--- config.mk ---
export PLATFORM = sky130hd
export DESIGN_NAME = lru_key_value_cache_unit
export DESIGN_NICKNAME = d
export VERILOG_FILES = /design/src/lru_kv_pkg.sv /design/src/lru_kv_cell.sv /design/src/lru_key_value_cache_unit.sv
export SDC_FILE = /design/constraint.sdc
export NUM_CORES = 1
export LEC_CHECK = 0
export BUFFER_PORTS_ARGS = -buffer_cell sky130_fd_sc_hd__clkbuf_2
export CORE_ASPECT_RATIO = 0.75
export CORE_MARGIN = 10
export CORE_UTILIZATION = 40
export DETAILED_ROUTE_END_ITERATION = 10
export GPL_TIMING_DRIVEN = 0
export SYNTH_ARGS = -nofsm -noshare
export SYNTH_HDL_FRONTEND = slang
export SYNTH_SLANG_ARGS = --single-unit
--- constraint.sdc ---
create_clock -name clk -period 12.77 [get_ports clk]
set_input_delay 1.9155 -clock clk [delete_from_list [all_inputs] [get_ports clk]]
set_output_delay 1.9155 -clock clk [all_outputs]
set_load 0.005 [all_outputs]
--- src/lru_kv_pkg.sv ---
// Shared types for the LRU key-value cache: payload words, cell entry and
// cell control. No dependencies.
package lru_kv_pkg;

  localparam int unsigned CAP_W = 5;

  typedef struct packed {
    logic               op;      // 0 get, 1 put
    logic signed [31:0] key;
    logic        [30:0] value;
  } lru_kv_in_t;

  typedef struct packed {
    logic               found;
    logic signed [31:0] read_value;
  } lru_kv_out_t;

  typedef struct packed {
    logic        valid;
    logic [31:0] key;
    logic [30:0] value;
  } lru_kv_ent_t;

  typedef struct packed {
    logic             ins;     // insert at head, drop tail beyond capacity
    logic             mov;     // move hit entry to head
    logic [CAP_W-1:0] cap_eff; // clamped capacity, 1..min(31, ENTRIES)
  } lru_kv_ctl_t;

  localparam logic        OP_GET   = 1'b0;
  localparam logic        OP_PUT   = 1'b1;
  localparam logic [31:0] MISS_VAL = 32'hFFFF_FFFF;

endpackage

--- src/lru_kv_cell.sv ---
// One position of the recency chain: holds an entry, compares its key,
// and shifts in its lower neighbor's entry. Depends on lru_kv_pkg.
module lru_kv_cell #(
  parameter int unsigned IDX = 0
) (
  input  logic                   clk,
  input  logic                   rst_n,
  input  logic                   cmp_en,
  input  logic [31:0]            cmp_key,
  input  lru_kv_pkg::lru_kv_ctl_t ctl,
  input  lru_kv_pkg::lru_kv_ent_t prev_i,   // entry of the more recent neighbor
  output lru_kv_pkg::lru_kv_ent_t ent_o,
  input  logic                   hit_sfx_i,  // hit somewhere older than this cell
  output logic                   hit_sfx_o,
  input  logic [30:0]            sel_i,
  output logic [30:0]            sel_o
);
  import lru_kv_pkg::*;

  lru_kv_ent_t ent_r, ent_nxt;
  logic        hit_r, hit_nxt;
  logic        in_cap;

  assign in_cap    = IDX < 32'(ctl.cap_eff);
  assign hit_sfx_o = hit_r | hit_sfx_i;
  assign sel_o     = sel_i | (hit_r ? ent_r.value : 31'd0);
  assign ent_o     = ent_r;

  always_comb begin
    hit_nxt = cmp_en ? (ent_r.valid && (ent_r.key == cmp_key)) : hit_r;
    ent_nxt = ent_r;
    if (ctl.ins) begin
      ent_nxt       = prev_i;
      ent_nxt.valid = prev_i.valid && in_cap;
    end else if (ctl.mov && hit_sfx_o) begin
      ent_nxt = prev_i;
    end
  end

  always_ff @(posedge clk) begin
    if (!rst_n) begin
      ent_r.valid <= 1'b0;
      hit_r       <= 1'b0;
    end else begin
      ent_r.valid <= ent_nxt.valid;
      hit_r       <= hit_nxt;
    end
    ent_r.key   <= ent_nxt.key;
    ent_r.value <= ent_nxt.value;
  end

endmodule

--- src/lru_key_value_cache_unit.sv ---
// Top level of the LRU key-value cache: request FSM, capacity register,
// APB-style config port and the chain of lru_kv_cell. Depends on lru_kv_pkg.
//
// Usage:
//   Input channel (in_valid/in_ready/in_data) takes one word per operation:
//   a get or a put with key and value. Output channel (out_valid/out_ready/
//   out_data) returns exactly one word per operation: found flag and the
//   read value (stored value or all ones on a get miss, written value on a put).
//   Entries sit in a chain ordered by recency, head is most recent. At accept
//   every cell compares its key and registers the match; then, once the output
//   register can take a word, the chain shifts by one position toward the tail
//   up to the hit (or across the whole chain on an insert) and the result is
//   registered. A new operation is not accepted until that update is done,
//   as in_ready is low in the update state.
//   A new operation is accepted while the previous result still waits; the
//   chain update stalls only while the output register is still full.
//   Reset empties the cache (all cells invalid) and sets capacity to 16.
//   Capacity (register 0, byte address 0) may only be written while idle.
module lru_key_value_cache_unit #(
  parameter int unsigned ENTRIES = 16
) (
  input  logic                    clk,
  input  logic                    rst_n,
  input  logic                    in_valid,
  output logic                    in_ready,
  input  lru_kv_pkg::lru_kv_in_t  in_data,
  output logic                    out_valid,
  input  logic                    out_ready,
  output lru_kv_pkg::lru_kv_out_t out_data,
  input  logic                    psel,
  input  logic                    penable,
  input  logic                    pwrite,
  input  logic [2:0]              paddr,
  input  logic [31:0]             pwdata,
  output logic [31:0]             prdata,
  output logic                    pready
);
  import lru_kv_pkg::*;

  localparam logic [CAP_W-1:0] ENT_LIM = (ENTRIES > 31) ? 5'd31 : CAP_W'(ENTRIES);

  typedef enum logic [1:0] {
    ST_IDLE = 2'b01,
    ST_UPD  = 2'b10
  } state_t;

  state_t           state_r, state_nxt;
  lru_kv_in_t       req_r, req_nxt;
  lru_kv_out_t      out_r, out_nxt;
  logic             out_valid_r, out_valid_nxt;
  logic [CAP_W-1:0] cap_r, cap_nxt;
  logic [CAP_W-1:0] cap_eff;
  logic             accept, do_upd, any_hit;
  logic [30:0]      hit_val;
  lru_kv_ctl_t      ctl;
  lru_kv_ent_t      front;

  lru_kv_ent_t      ent_q   [ENTRIES];
  logic             sfx_q   [ENTRIES];
  logic [30:0]      sel_q   [ENTRIES];

  assign pready   = 1'b1;
  assign prdata   = {{(32-CAP_W){1'b0}}, cap_r};
  assign in_ready = (state_r == ST_IDLE);
  assign accept   = in_valid && in_ready;
  assign out_valid = out_valid_r;
  assign out_data  = out_r;

  assign cap_eff = (cap_r == '0) ? CAP_W'(1) : ((cap_r > ENT_LIM) ? ENT_LIM : cap_r);

  assign any_hit = sfx_q[0];
  assign hit_val = sel_q[0];
  assign do_upd  = (state_r == ST_UPD) && (!out_valid_r || out_ready);

  assign ctl.ins     = do_upd && (req_r.op == OP_PUT) && !any_hit;
  assign ctl.mov     = do_upd && any_hit;
  assign ctl.cap_eff = cap_eff;

  // Head word shifted into cell 0: on a get hit it carries the old value.
  assign front.valid = 1'b1;
  assign front.key   = req_r.key;
  assign front.value = (req_r.op == OP_PUT) ? req_r.value : hit_val;

  generate
    for (genvar i = 0; i < ENTRIES; i++) begin : g_cell
      lru_kv_ent_t prev_w;
      logic        sfx_in_w;
      logic [30:0] sel_in_w;
      if (i == 0) begin : g_head
        assign prev_w = front;
      end else begin : g_body
        assign prev_w = ent_q[i-1];
      end
      if (i == ENTRIES - 1) begin : g_tail
        assign sfx_in_w = 1'b0;
        assign sel_in_w = '0;
      end else begin : g_mid
        assign sfx_in_w = sfx_q[i+1];
        assign sel_in_w = sel_q[i+1];
      end
      lru_kv_cell #(.IDX(i)) u_cell (
        .clk      (clk),
        .rst_n    (rst_n),
        .cmp_en   (accept),
        .cmp_key  (in_data.key),
        .ctl      (ctl),
        .prev_i   (prev_w),
        .ent_o    (ent_q[i]),
        .hit_sfx_i(sfx_in_w),
        .hit_sfx_o(sfx_q[i]),
        .sel_i    (sel_in_w),
        .sel_o    (sel_q[i])
      );
    end
  endgenerate

  always_comb begin
    state_nxt     = state_r;
    req_nxt       = req_r;
    out_nxt       = out_r;
    out_valid_nxt = out_valid_r;
    cap_nxt       = cap_r;

    if (psel && penable && pwrite && !paddr[2]) begin
      cap_nxt = pwdata[CAP_W-1:0];
    end

    if (out_valid_r && out_ready) begin
      out_valid_nxt = 1'b0;
    end

    unique case (state_r)
      ST_IDLE: begin
        if (accept) begin
          req_nxt   = in_data;
          state_nxt = ST_UPD;
        end
      end
      ST_UPD: begin
        if (do_upd) begin
          out_nxt.found = any_hit;
          if (req_r.op == OP_PUT) begin
            out_nxt.read_value = {1'b0, req_r.value};
          end else if (any_hit) begin
            out_nxt.read_value = {1'b0, hit_val};
          end else begin
            out_nxt.read_value = MISS_VAL;
          end
          out_valid_nxt = 1'b1;
          state_nxt     = ST_IDLE;
        end
      end
      default: state_nxt = ST_IDLE;
    endcase
  end

  always_ff @(posedge clk) begin
    if (!rst_n) begin
      state_r     <= ST_IDLE;
      out_valid_r <= 1'b0;
      cap_r       <= CAP_W'(16);
    end else begin
      state_r     <= state_nxt;
      out_valid_r <= out_valid_nxt;
      cap_r       <= cap_nxt;
    end
    req_r <= req_nxt;
    out_r <= out_nxt;
  end

endmodule

; ---- Yosys cells after proc, flatten, opt, wreduce, memory -nomap -nowiden
; Cells that the tools add are included.
[word_totals]
word_cells = 279
output_inout_bits = 68
latchBits = 0
regBits = 1145
mem_count = 0
ramBits = 0
in_bits = 106
rom_bits = 0
[classes]
mul = 0
magnitude_cmp = 17
n_mux = 59
n_addsub = 0
div_mod_pow = 0
reduce_logical = 80
n_eq_ne = 20
shift = 0
bitwise_logic = 30
[ops]
columns = cell, n
row1 = $mux W64, 32
row2 = $mux W31, 18
row3 = $eq A32 B32 Y1, 16
row4 = $or A31 B31 Y31, 15
row5 = $logic_and A1 B1 Y1, 56
row6 = $lt A4 B5 Y1 const A, 8
row7 = $mux W32, 1
row8 = $reduce_bool A2 Y1, 16
row9 = $lt A3 B5 Y1 const A, 4
row10 = $or A1 B1 Y1, 15
row11 = $lt A1 B5 Y1 const A, 2
row12 = $lt A2 B5 Y1 const A, 2
row13 = $mux W5, 2
row14 = $reduce_and A2 Y1, 3
row15 = $gt A5 B5 Y1 const B, 1
row16 = $logic_not A5 Y1, 1
row17 = $mux W2, 2
row18 = $pmux W2 S2, 1
row19 = $logic_not A1 Y1, 3
row20 = $mux W1, 3
row21 = $eq A2 B1 Y1 const B, 1
row22 = $eq A2 B2 Y1 const B, 1
row23 = $ne A2 B1 Y1 const B, 1
row24 = $ne A2 B2 Y1 const B, 1
row25 = $logic_or A1 B1 Y1, 1

; ---- Longest topological paths before layout
; Gate-level depths: netlist (run 1).
[depth]
ltp_word = 19
mapped_depth = 8
ltp_nobuf = 5

; ---- Hierarchy
; From an unflattened synthesis (run 1), not the netlist that was laid out.
[hier_totals]
cells_unflattened = 2697
hier_area_um2 = 46093.0
[by_module_without_submodules]
columns = module, seq_area_each_um2, cells_each, instances, area_each_um2
row1 = lru_kv_cell (g_cell[0].u_cell ...), 1931.9, 152, 3, 2590.0
row2 = lru_key_value_cache_unit, 3072.9, 243, 1, 4505.6
row3 = lru_kv_cell (g_cell[8].u_cell), 1931.9, 154, 1, 2620.0
row4 = lru_kv_cell (g_cell[4].u_cell), 1931.9, 155, 1, 2618.8
row5 = lru_kv_cell (g_cell[9].u_cell), 1931.9, 154, 1, 2617.5
row6 = lru_kv_cell (g_cell[10].u_cell), 1931.9, 155, 1, 2607.5
row7 = lru_kv_cell (g_cell[12].u_cell), 1931.9, 154, 1, 2603.7
row8 = lru_kv_cell (g_cell[14].u_cell), 1931.9, 154, 1, 2602.5
row9 = lru_kv_cell (g_cell[13].u_cell), 1931.9, 154, 1, 2601.2
row10 = lru_kv_cell (g_cell[2].u_cell), 1931.9, 153, 1, 2595.0
row11 = lru_kv_cell (g_cell[15].u_cell), 1931.9, 153, 1, 2593.7
row12 = lru_kv_cell (g_cell[11].u_cell), 1931.9, 154, 1, 2592.5
row13 = lru_kv_cell (g_cell[6].u_cell), 1931.9, 154, 1, 2590.0
row14 = lru_kv_cell (g_cell[1].u_cell), 1931.9, 152, 1, 2588.7
row15 = lru_kv_cell (g_cell[7].u_cell), 1931.9, 152, 1, 2586.2

; ---- Worst setup path after synthesis (run 1)
; No wires, ideal clock.
[synth_path]
path_kind = in2reg
start = in out_ready
end = reg g_cell[5].u_cell.ent_r, in the netlist g_cell[5].u_cell.ent_o[0], enable pin
stages = 4
arrival_time_ns = 6.004
required_ns = 12.335
slack_ns = 6.331
path_buffers = 0
path_cell_list = nand2b_1 nand2_1 a21oi_2 o41a_1
[synth_between]
elab_chain_cells = 5
[synth_rtl]
columns = item, line
row1 = "start, declared", lru_key_value_cache_unit.sv:28  ; input logic out_ready,
row2 = $logic_or A1 B1 Y1 (*), lru_key_value_cache_unit.sv:73  ; assign do_upd = (state_r == ST_UPD) && (!out_valid_r || out_ready);
row3 = $logic_and A1 B1 Y1 (*), lru_key_value_cache_unit.sv:73
row4 = "$logic_and A1 B1 Y1, on equally long branches", "lru_key_value_cache_unit.sv:75, lru_key_value_cache_unit.sv:76"
row5 = "$logic_and A1 B1 Y1, on equally long branches", "lru_key_value_cache_unit.sv:75, lru_kv_cell.sv:35"
row6 = $reduce_bool A2 Y1 (no line) (*), --
row7 = "end, declared", lru_kv_cell.sv:20  ; lru_kv_ent_t ent_r, ent_nxt;
; Mark *: on every way between the ends. The rest lies on a longest branch, timed or not.
; A chain may end at the register's enable or synchronous reset.

; ---- Final worst setup path (run 1)
[layout_path]
start = in out_ready
end = reg g_cell[11].u_cell.ent_r, in the netlist g_cell[11].u_cell.ent_o[63]
[layout_between]
elab_chain_cells = 5
[layout_rtl]
columns = item, line
row1 = $logic_or A1 B1 Y1 (*), lru_key_value_cache_unit.sv:73
row2 = $logic_and A1 B1 Y1 (*), lru_key_value_cache_unit.sv:73
row3 = "$logic_and A1 B1 Y1, on equally long branches", "lru_key_value_cache_unit.sv:75, lru_key_value_cache_unit.sv:76"
row4 = "$logic_and A1 B1 Y1, on equally long branches", "lru_key_value_cache_unit.sv:75, lru_kv_cell.sv:35"
row5 = $mux W64 / $reduce_bool A2 Y1 (equally long branches), --
row6 = "end, declared", lru_kv_cell.sv:20
; Marked as above.

==> flow_metrics.tcl, run 1 <==
set metrics [dict create \
    synth-compound-area-share_pct 5.77 \
    max_freq_mhz 228 \
    intPower_mw 6.09 \
    clkLatencyLatePin_ns 0.71 \
    initial_utilization_pct 40.5 \
    vdd_ir_drop_max_mv 0.119 \
    setup_slack_ns 8.38 \
    crit_arrival_ns 4.97 \
    grt_pass1_wl_um 189000 \
    fin_area_um2 51600 \
    drt-total-wl_um 134000 \
    place_inst 4167 \
    drcViolationCount 0 \
    p_leak_nw 16.3 \
    hp-class "reg -> reg" \
    timing_worst_setup_path_type "in -> reg" \
    place_ws_ns 7.73 \
    htreeDepth 3 \
    dp_hpwl_um 95900 \
    drt-initial-drc-count 3477 \
    die-area_um2 125000 \
    status "finished, violations left" \
    worstSetupStartpointType "input pin" \
    grt_use_total_pct 21.0 \
    violations "max-capacitance violations, max-slew violations" \
    wl_per_cell_um 30.7 \
    worst_setup_path_end_kind "register" \
    cts_tree "built" \
    finClkSkew_ns 0.0274 \
    first_pass_iters 6 \
    seq_area_frac_synth_pct 76.5 \
    postRouteAntennaNets 0 \
    power_frac_seq_pct 53.3 \
    hold_viol_final 0 \
    cts_sinks 1145 \
    synthArstFlopShare_pct 0 \
    pwr-share-comb_pct 3.7 \
    met2_length_um 54600 \
    rows 105 \
    crit_end "g_cell[11].u_cell.ent_o[63]" \
    met3_length_um 16400 \
    finalMaxSlewViolations 11 \
    p_per_area_nw_per_um2 151 \
    num-fill-cells 9300 \
    post_dp_cell_area_um2 47900 \
    rr_endpoint "g_cell[5].u_cell.ent_o[33]" \
    die_w_um 405 \
    path_max_fanout 38 \
    drive_gt1_share_pct 16.7 \
    clockBufferDepth 3 \
    nets 2943 \
    tightest_slew_ns 1.53 \
    gp_congestion 0.883 \
    synthCells 2545 \
    total_power_mw 7.77 \
    maxCapViolCount 1 \
    cp-startpoint "out_ready" \
    io_buffers 115 \
    synthSimpleGateAreaFrac_pct 4.70 \
    core_area_um2 110000 \
    die_h_um 309 \
    netSwitchingPower_mw 1.67 \
    grt_max_degree 56 \
    cts_resized 0 \
    routed_via_density 5.82 \
    setup-violations-final 0 \
    yosysWarningCount 0 \
    synth_mux_area_share_pct 1.08 \
    holdBufCountCts 0 \
    num_vias 25500 \
    r2r_cells 7 \
    io_pins 174 \
    reg2reg_from "g_cell[4].u_cell.hit_r" \
    netlist_area_um2 44400 \
    clk_pin_slew_ns 0.06 \
    grt_pass1_vias 25000 \
    slew_headroom_pct -2.29 \
    synth_fa_ha_area_share_pct 0 \
    rsz0062_at_grt "false" \
    synthXorXnorAreaFrac_pct 9.91 \
    synth_edf_count 1105 \
    tns_ns 0 \
    ff2ff_setup_slack_ns 9.10 \
    ys_ff_latch 1145 \
    stdcell_count 4379 \
    switching_share_pct 21.6 \
    highest_layer "met4" \
    cts_buffers 112 \
    syn_to_final_growth_pct 16.1 \
    grt_overflow 0 \
    critical_path_required_ns 13.34 \
    cts_setup_buffers 0 \
    routedLengthMet1_um 60300 \
    root_buffer "clkbuf_16" \
    power_frac_clock_pct 43.0 \
    synth-main-ff-cell "edfxtp_1" \
    synth_top_family_by_area "XOR/XNOR gates" \
    synthDistinctLibCells 58 \
    avgSynthCellArea_um2 17.5 \
    fin_crit_sh_pct 34.4 \
    antenna_found_initial 3 \
    period_needed_ns 4.39 \
]
-- flip-flops by register name, indices dropped and copies added, names as in the netlist --
signal,cells
front,32
cap_r,5
out_data,33
g_cell.u_cell.hit_r,16
state_r,2
g_cell.u_cell.ent_o,1024
out_valid,1
req_r,32
-- metal layers --
| layer | up-vias | global-route usage, % |
|---|---|---|
| li1 | 10500 | - |
| met1 | 13000 | 31.9 |
| met2 | 1764 | 29.1 |
| met3 | 233 | 6.11 |
| met4 | 0 | 5.18 |
| met5 | - | 0 |
-- how the worst min path moves through the flow --
stage,cells past startpoint,to,startpoint
floorplan,0,g_cell[0].u_cell.ent_o[31],front[31]
global placement,0,g_cell[0].u_cell.ent_o[45],front[45]
detailed placement,0,g_cell[0].u_cell.ent_o[31],front[31]
CTS,0,g_cell[0].u_cell.ent_o[60],front[60]
global route,0,g_cell[0].u_cell.ent_o[48],front[48]
finish,0,g_cell[0].u_cell.ent_o[60],front[60]
-- stage by stage --
stage                     hold slack, ns  utilization (%)
after CTS                          0.415             47.0
after detailed placement           0.405             43.6
final                              0.413             47.0
after global routing               0.421             47.0
after global placement             0.401             42.7
after floorplan                    0.400                -
-- area by class of cell --
class                      instances  area [µm²]  area share, %
sequential                      1145       34000           65.9
multi-input combinational       1236        9760           18.9
clock buffer                     136        2940           5.70
tap                             1444        1810           3.50
timing repair buffer             152        1420           2.76
buffer                           175         856           1.66
clock inverter                    75         752           1.46
inverter                          15        63.8          0.124
antenna                            1        2.50        0.00485
-- worst max-delay path, cell delays in order --
cell and delay, ns:
clkbuf_2 0.09, nand2b_1 0.26, nand2_1 0.50, a21oi_4 0.62, buf_12 0.26, o31a_2 0.64, buf_12 0.30, mux2_1 0.34
-- placed cells by master, fill, tap and decap left out, types with 24 or more instances in the layout --
cell and instances:
a221oi_1 124, nand3_1 31, nor4_1 39, clkbuf_16 112, a22o_1 125, or2_2 27, clkinv_1 24, nand4_1 136
xor2_1 73, xnor2_1 430, clkbuf_2 115, conb_1 28, nand2_1 49, buf_2 54, buf_4 31, mux2_2 31
dfxtp_1 40, edfxtp_1 1105, clkbuf_1 103
-- synth_stat cells (5+ instances only) --
master | count | area share [%]
a21oi_1 | 5 | 0.056
a221oi_1 | 124 | 2.4
a22o_1 | 125 | 2.5
and2_1 | 5 | 0.070
buf_2 | 54 | 0.61
buf_4 | 31 | 0.52
clkbuf_1 | 84 | 0.71
dfxtp_1 | 40 | 1.8
edfxtp_1 | 1105 | 75
inv_1 | 15 | 0.13
mux2_2 | 31 | 0.79
mux2i_1 | 12 | 0.27
nand2_1 | 49 | 0.41
nand3_1 | 31 | 0.35
nand4_1 | 136 | 1.9
nor2_1 | 15 | 0.13
nor2b_1 | 13 | 0.18
nor3_1 | 17 | 0.19
nor4_1 | 39 | 0.55
o21ai_0 | 13 | 0.15
o22ai_1 | 6 | 0.084
or2_2 | 27 | 0.38
xnor2_1 | 430 | 8.5
xor2_1 | 73 | 1.4
-- power by group through the flow --
stage | registers, mW | logic, mW | clock network (mW)
after floorplan | 4.21 | 0.163 | 0
after global placement | 4.23 | 0.271 | 0
after detailed placement | 4.22 | 0.284 | 0
after CTS | 4.14 | 0.286 | 3.38
after global routing | 4.14 | 0.304 | 3.53
final | 4.14 | 0.287 | 3.34
-- logic make-up (layout without fill, tap and decap cells) --
| logic type | Yosys count | in the layout |
|---|---|---|
| and+or+nand+nor | 357 | 357 |
| AOI/OAI and AO/OA | 304 | 304 |
| DFF | 1145 | 1145 |
| xor gates and xnor gates | 503 | 503 |
| buffers and inverters | 190 | 553 |
| other | 2 | 29 |
| muxes | 44 | 44 |
Note: power is estimated with default switching activity, not from simulation.
==> run 2, diff against run 1 <==
- clock period: 12.77 -> 4.5 ns (I/O delays scaled with it)
==> flow_metrics.tcl, run 2 (synthesis gave the netlist of run 1 again) <==
set metrics [dict create \
    worst_setup_path_end_kind "register" \
    nets 2941 \
    fin_crit_sh_pct 83.1 \
    path_max_fanout 39 \
    slowest_stage "o31a_2" \
    rows 105 \
    finClkSkew_ns 0.0599 \
    die_w_um 405 \
    cpPeakStageDelay_ns 0.56 \
    grt_pass1_wl_um 189000 \
    largest_reg_flops 1024 \
    layout_common_cells "edfxtp_1, xnor2_1, nand4_1" \
    cts_setup_buffers 0 \
    io_pins 174 \
    clk_pin_slew_ns 0.07 \
    syn_to_final_growth_pct 16.2 \
    cts_buffers 110 \
    grt_use_total_pct 21.0 \
    finalMaxSlewViolations 0 \
    pwr-share-comb_pct 3.6 \
    post-route-util_pct 47.0 \
    core_area_um2 110000 \
    cp_cell_sequence "clkbuf_1 -> nor2_1 -> and4_1 -> buf_2 -> a21oi_4 -> buf_16 -> buf_16 -> o31a_2 -> buf_12 -> mux2_1" \
    period_needed_ns 3.74 \
    drt-initial-drc-count 3439 \
    maxCapViolCount 0 \
    postRouteAntennaNets 0 \
    gp_congestion 0.900 \
    htreeDepth 3 \
    setup-violations-final 0 \
    critPathTopFamily "buffers and inverters" \
    antenna_found_initial 3 \
    cts_resized 0 \
    power_frac_clock_pct 43.5 \
    drt-total-wl_um 134000 \
    timing_worst_setup_path_type "reg -> reg" \
    switching_share_pct 21.3 \
    total_power_mw 22.2 \
    cts_tree "built" \
    worstSetupStartpointType "register" \
    grt_pass1_vias 25200 \
    critical_path_required_ns 5.11 \
    grt_overflow 0 \
    num_vias 25200 \
    holdBufCountCts 0 \
    intPower_mw 17.5 \
    cts_sinks 1145 \
    cpMostUsedCell "buf_16" \
    tightest_slew_ns 1.46 \
    p_per_area_nw_per_um2 430 \
    power_frac_seq_pct 52.8 \
    root_buffer "clkbuf_16" \
    hold_viol_final 0 \
    mostFrequentLayoutCell "edfxtp_1" \
    max_freq_mhz 268 \
    routed_via_density 5.76 \
    first_pass_iters 5 \
    slew_headroom_pct 2.85 \
    rsz0062_at_grt "false" \
    die_h_um 309 \
    cp_num_buf_inv 5 \
    hp-class "in -> reg" \
    antenna_cells 0 \
    initial_utilization_pct 40.5 \
    p_leak_nw 16.3 \
    grt_max_degree 56 \
    die-area_um2 125000 \
    status "finished, final reports clean" \
    crit_arrival_ns 4.35 \
    netSwitchingPower_mw 4.73 \
    dp_hpwl_um 95700 \
    clkLatencyLatePin_ns 0.75 \
    vdd_ir_drop_max_mv 0.295 \
    wl_per_cell_um 30.7 \
    drive_gt1_share_pct 16.5 \
    io_buffers 115 \
    drcViolationCount 0 \
    clockBufferDepth 3 \
]
==> run 2: changes by cell type in the layout (fill, tap and decap cells not counted), sizes merged <==
cell	previous run	this run
clkinvlp	6	2
inv	21	20
bufinv	11	13
clkinv	52	34
clkbuf	335	354
diode	1	0
==> run 2: final timing paths <==
check	from	end	slack [ns]	depth (start not counted)
worst min register to register	front[36]	g_cell[0].u_cell.ent_o[36]	0.42	0
worst max-delay path	g_cell[14].u_cell.hit_r	g_cell[11].u_cell.ent_o[63]	0.76	10
worst min-delay path	in_data[19]	req_r[19]	0.1	1
worst max register to register	g_cell[14].u_cell.hit_r	g_cell[11].u_cell.ent_o[63]	0.76	10
==> run 2: cell type report <==
class	count	area (µm²)
Clock inverter	54	697
Tap cell	1444	1810
Timing Repair Buffer	152	1420
Fill cell	9242	58200
Buffer	175	856
Clock buffer	155	3060
Multi-Input combinational cell	1236	9760
Inverter	15	63.8
Sequential cell	1145	34000
==> run 2: per-stage QoR <==
step                hold slack (ns)  instance area, µm²  setup TNS (ns)  instances  setup WS [ns]
global route                 0.0713               51600               0       4376          0.628
global placement              0.401               46900        -2641.44       4130          -4.12
finish                       0.0967               51600               0       4376          0.762
floorplan                     0.400               44600          -91.32       2571         -0.482
detailed placement            0.405               47900               0       4167          0.550
CTS                          0.0569               51600               0       4376          0.781
==> run 2: worst register-to-register path: stages (launching register included) <==
cell and delay, ns:
dfxtp_1 0.33, clkbuf_1 0.46, nor2_1 0.25, and4_1 0.26, buf_2 0.20, a21oi_4 0.52, buf_16 0.23, buf_16 0.18
o31a_2 0.56, buf_12 0.30, mux2_1 0.36
==> run 2: power by group through the flow <==
stage                     logic [mW]  clock network, mW  registers [mW]
after floorplan                0.462                  0            12.0
after global placement         0.769                  0            12.0
after detailed placement       0.804                  0            12.0
final                          0.811               9.67            11.7
after global routing           0.860               10.2            11.7
after CTS                      0.808               9.77            11.7
==> run 2: metal layers <==
metal / wire (µm) / part of all wire, % / GRT usage [%] / up-vias
met5: 13 / 0.0097 / 0 / -
met4: 3550 / 2.6 / 5.58 / 2
met3: 16300 / 12 / 6.25 / 248
met1: 59800 / 45 / 31.7 / 12700
met2: 54600 / 41 / 29.2 / 1732
li1: - / - / - / 10500
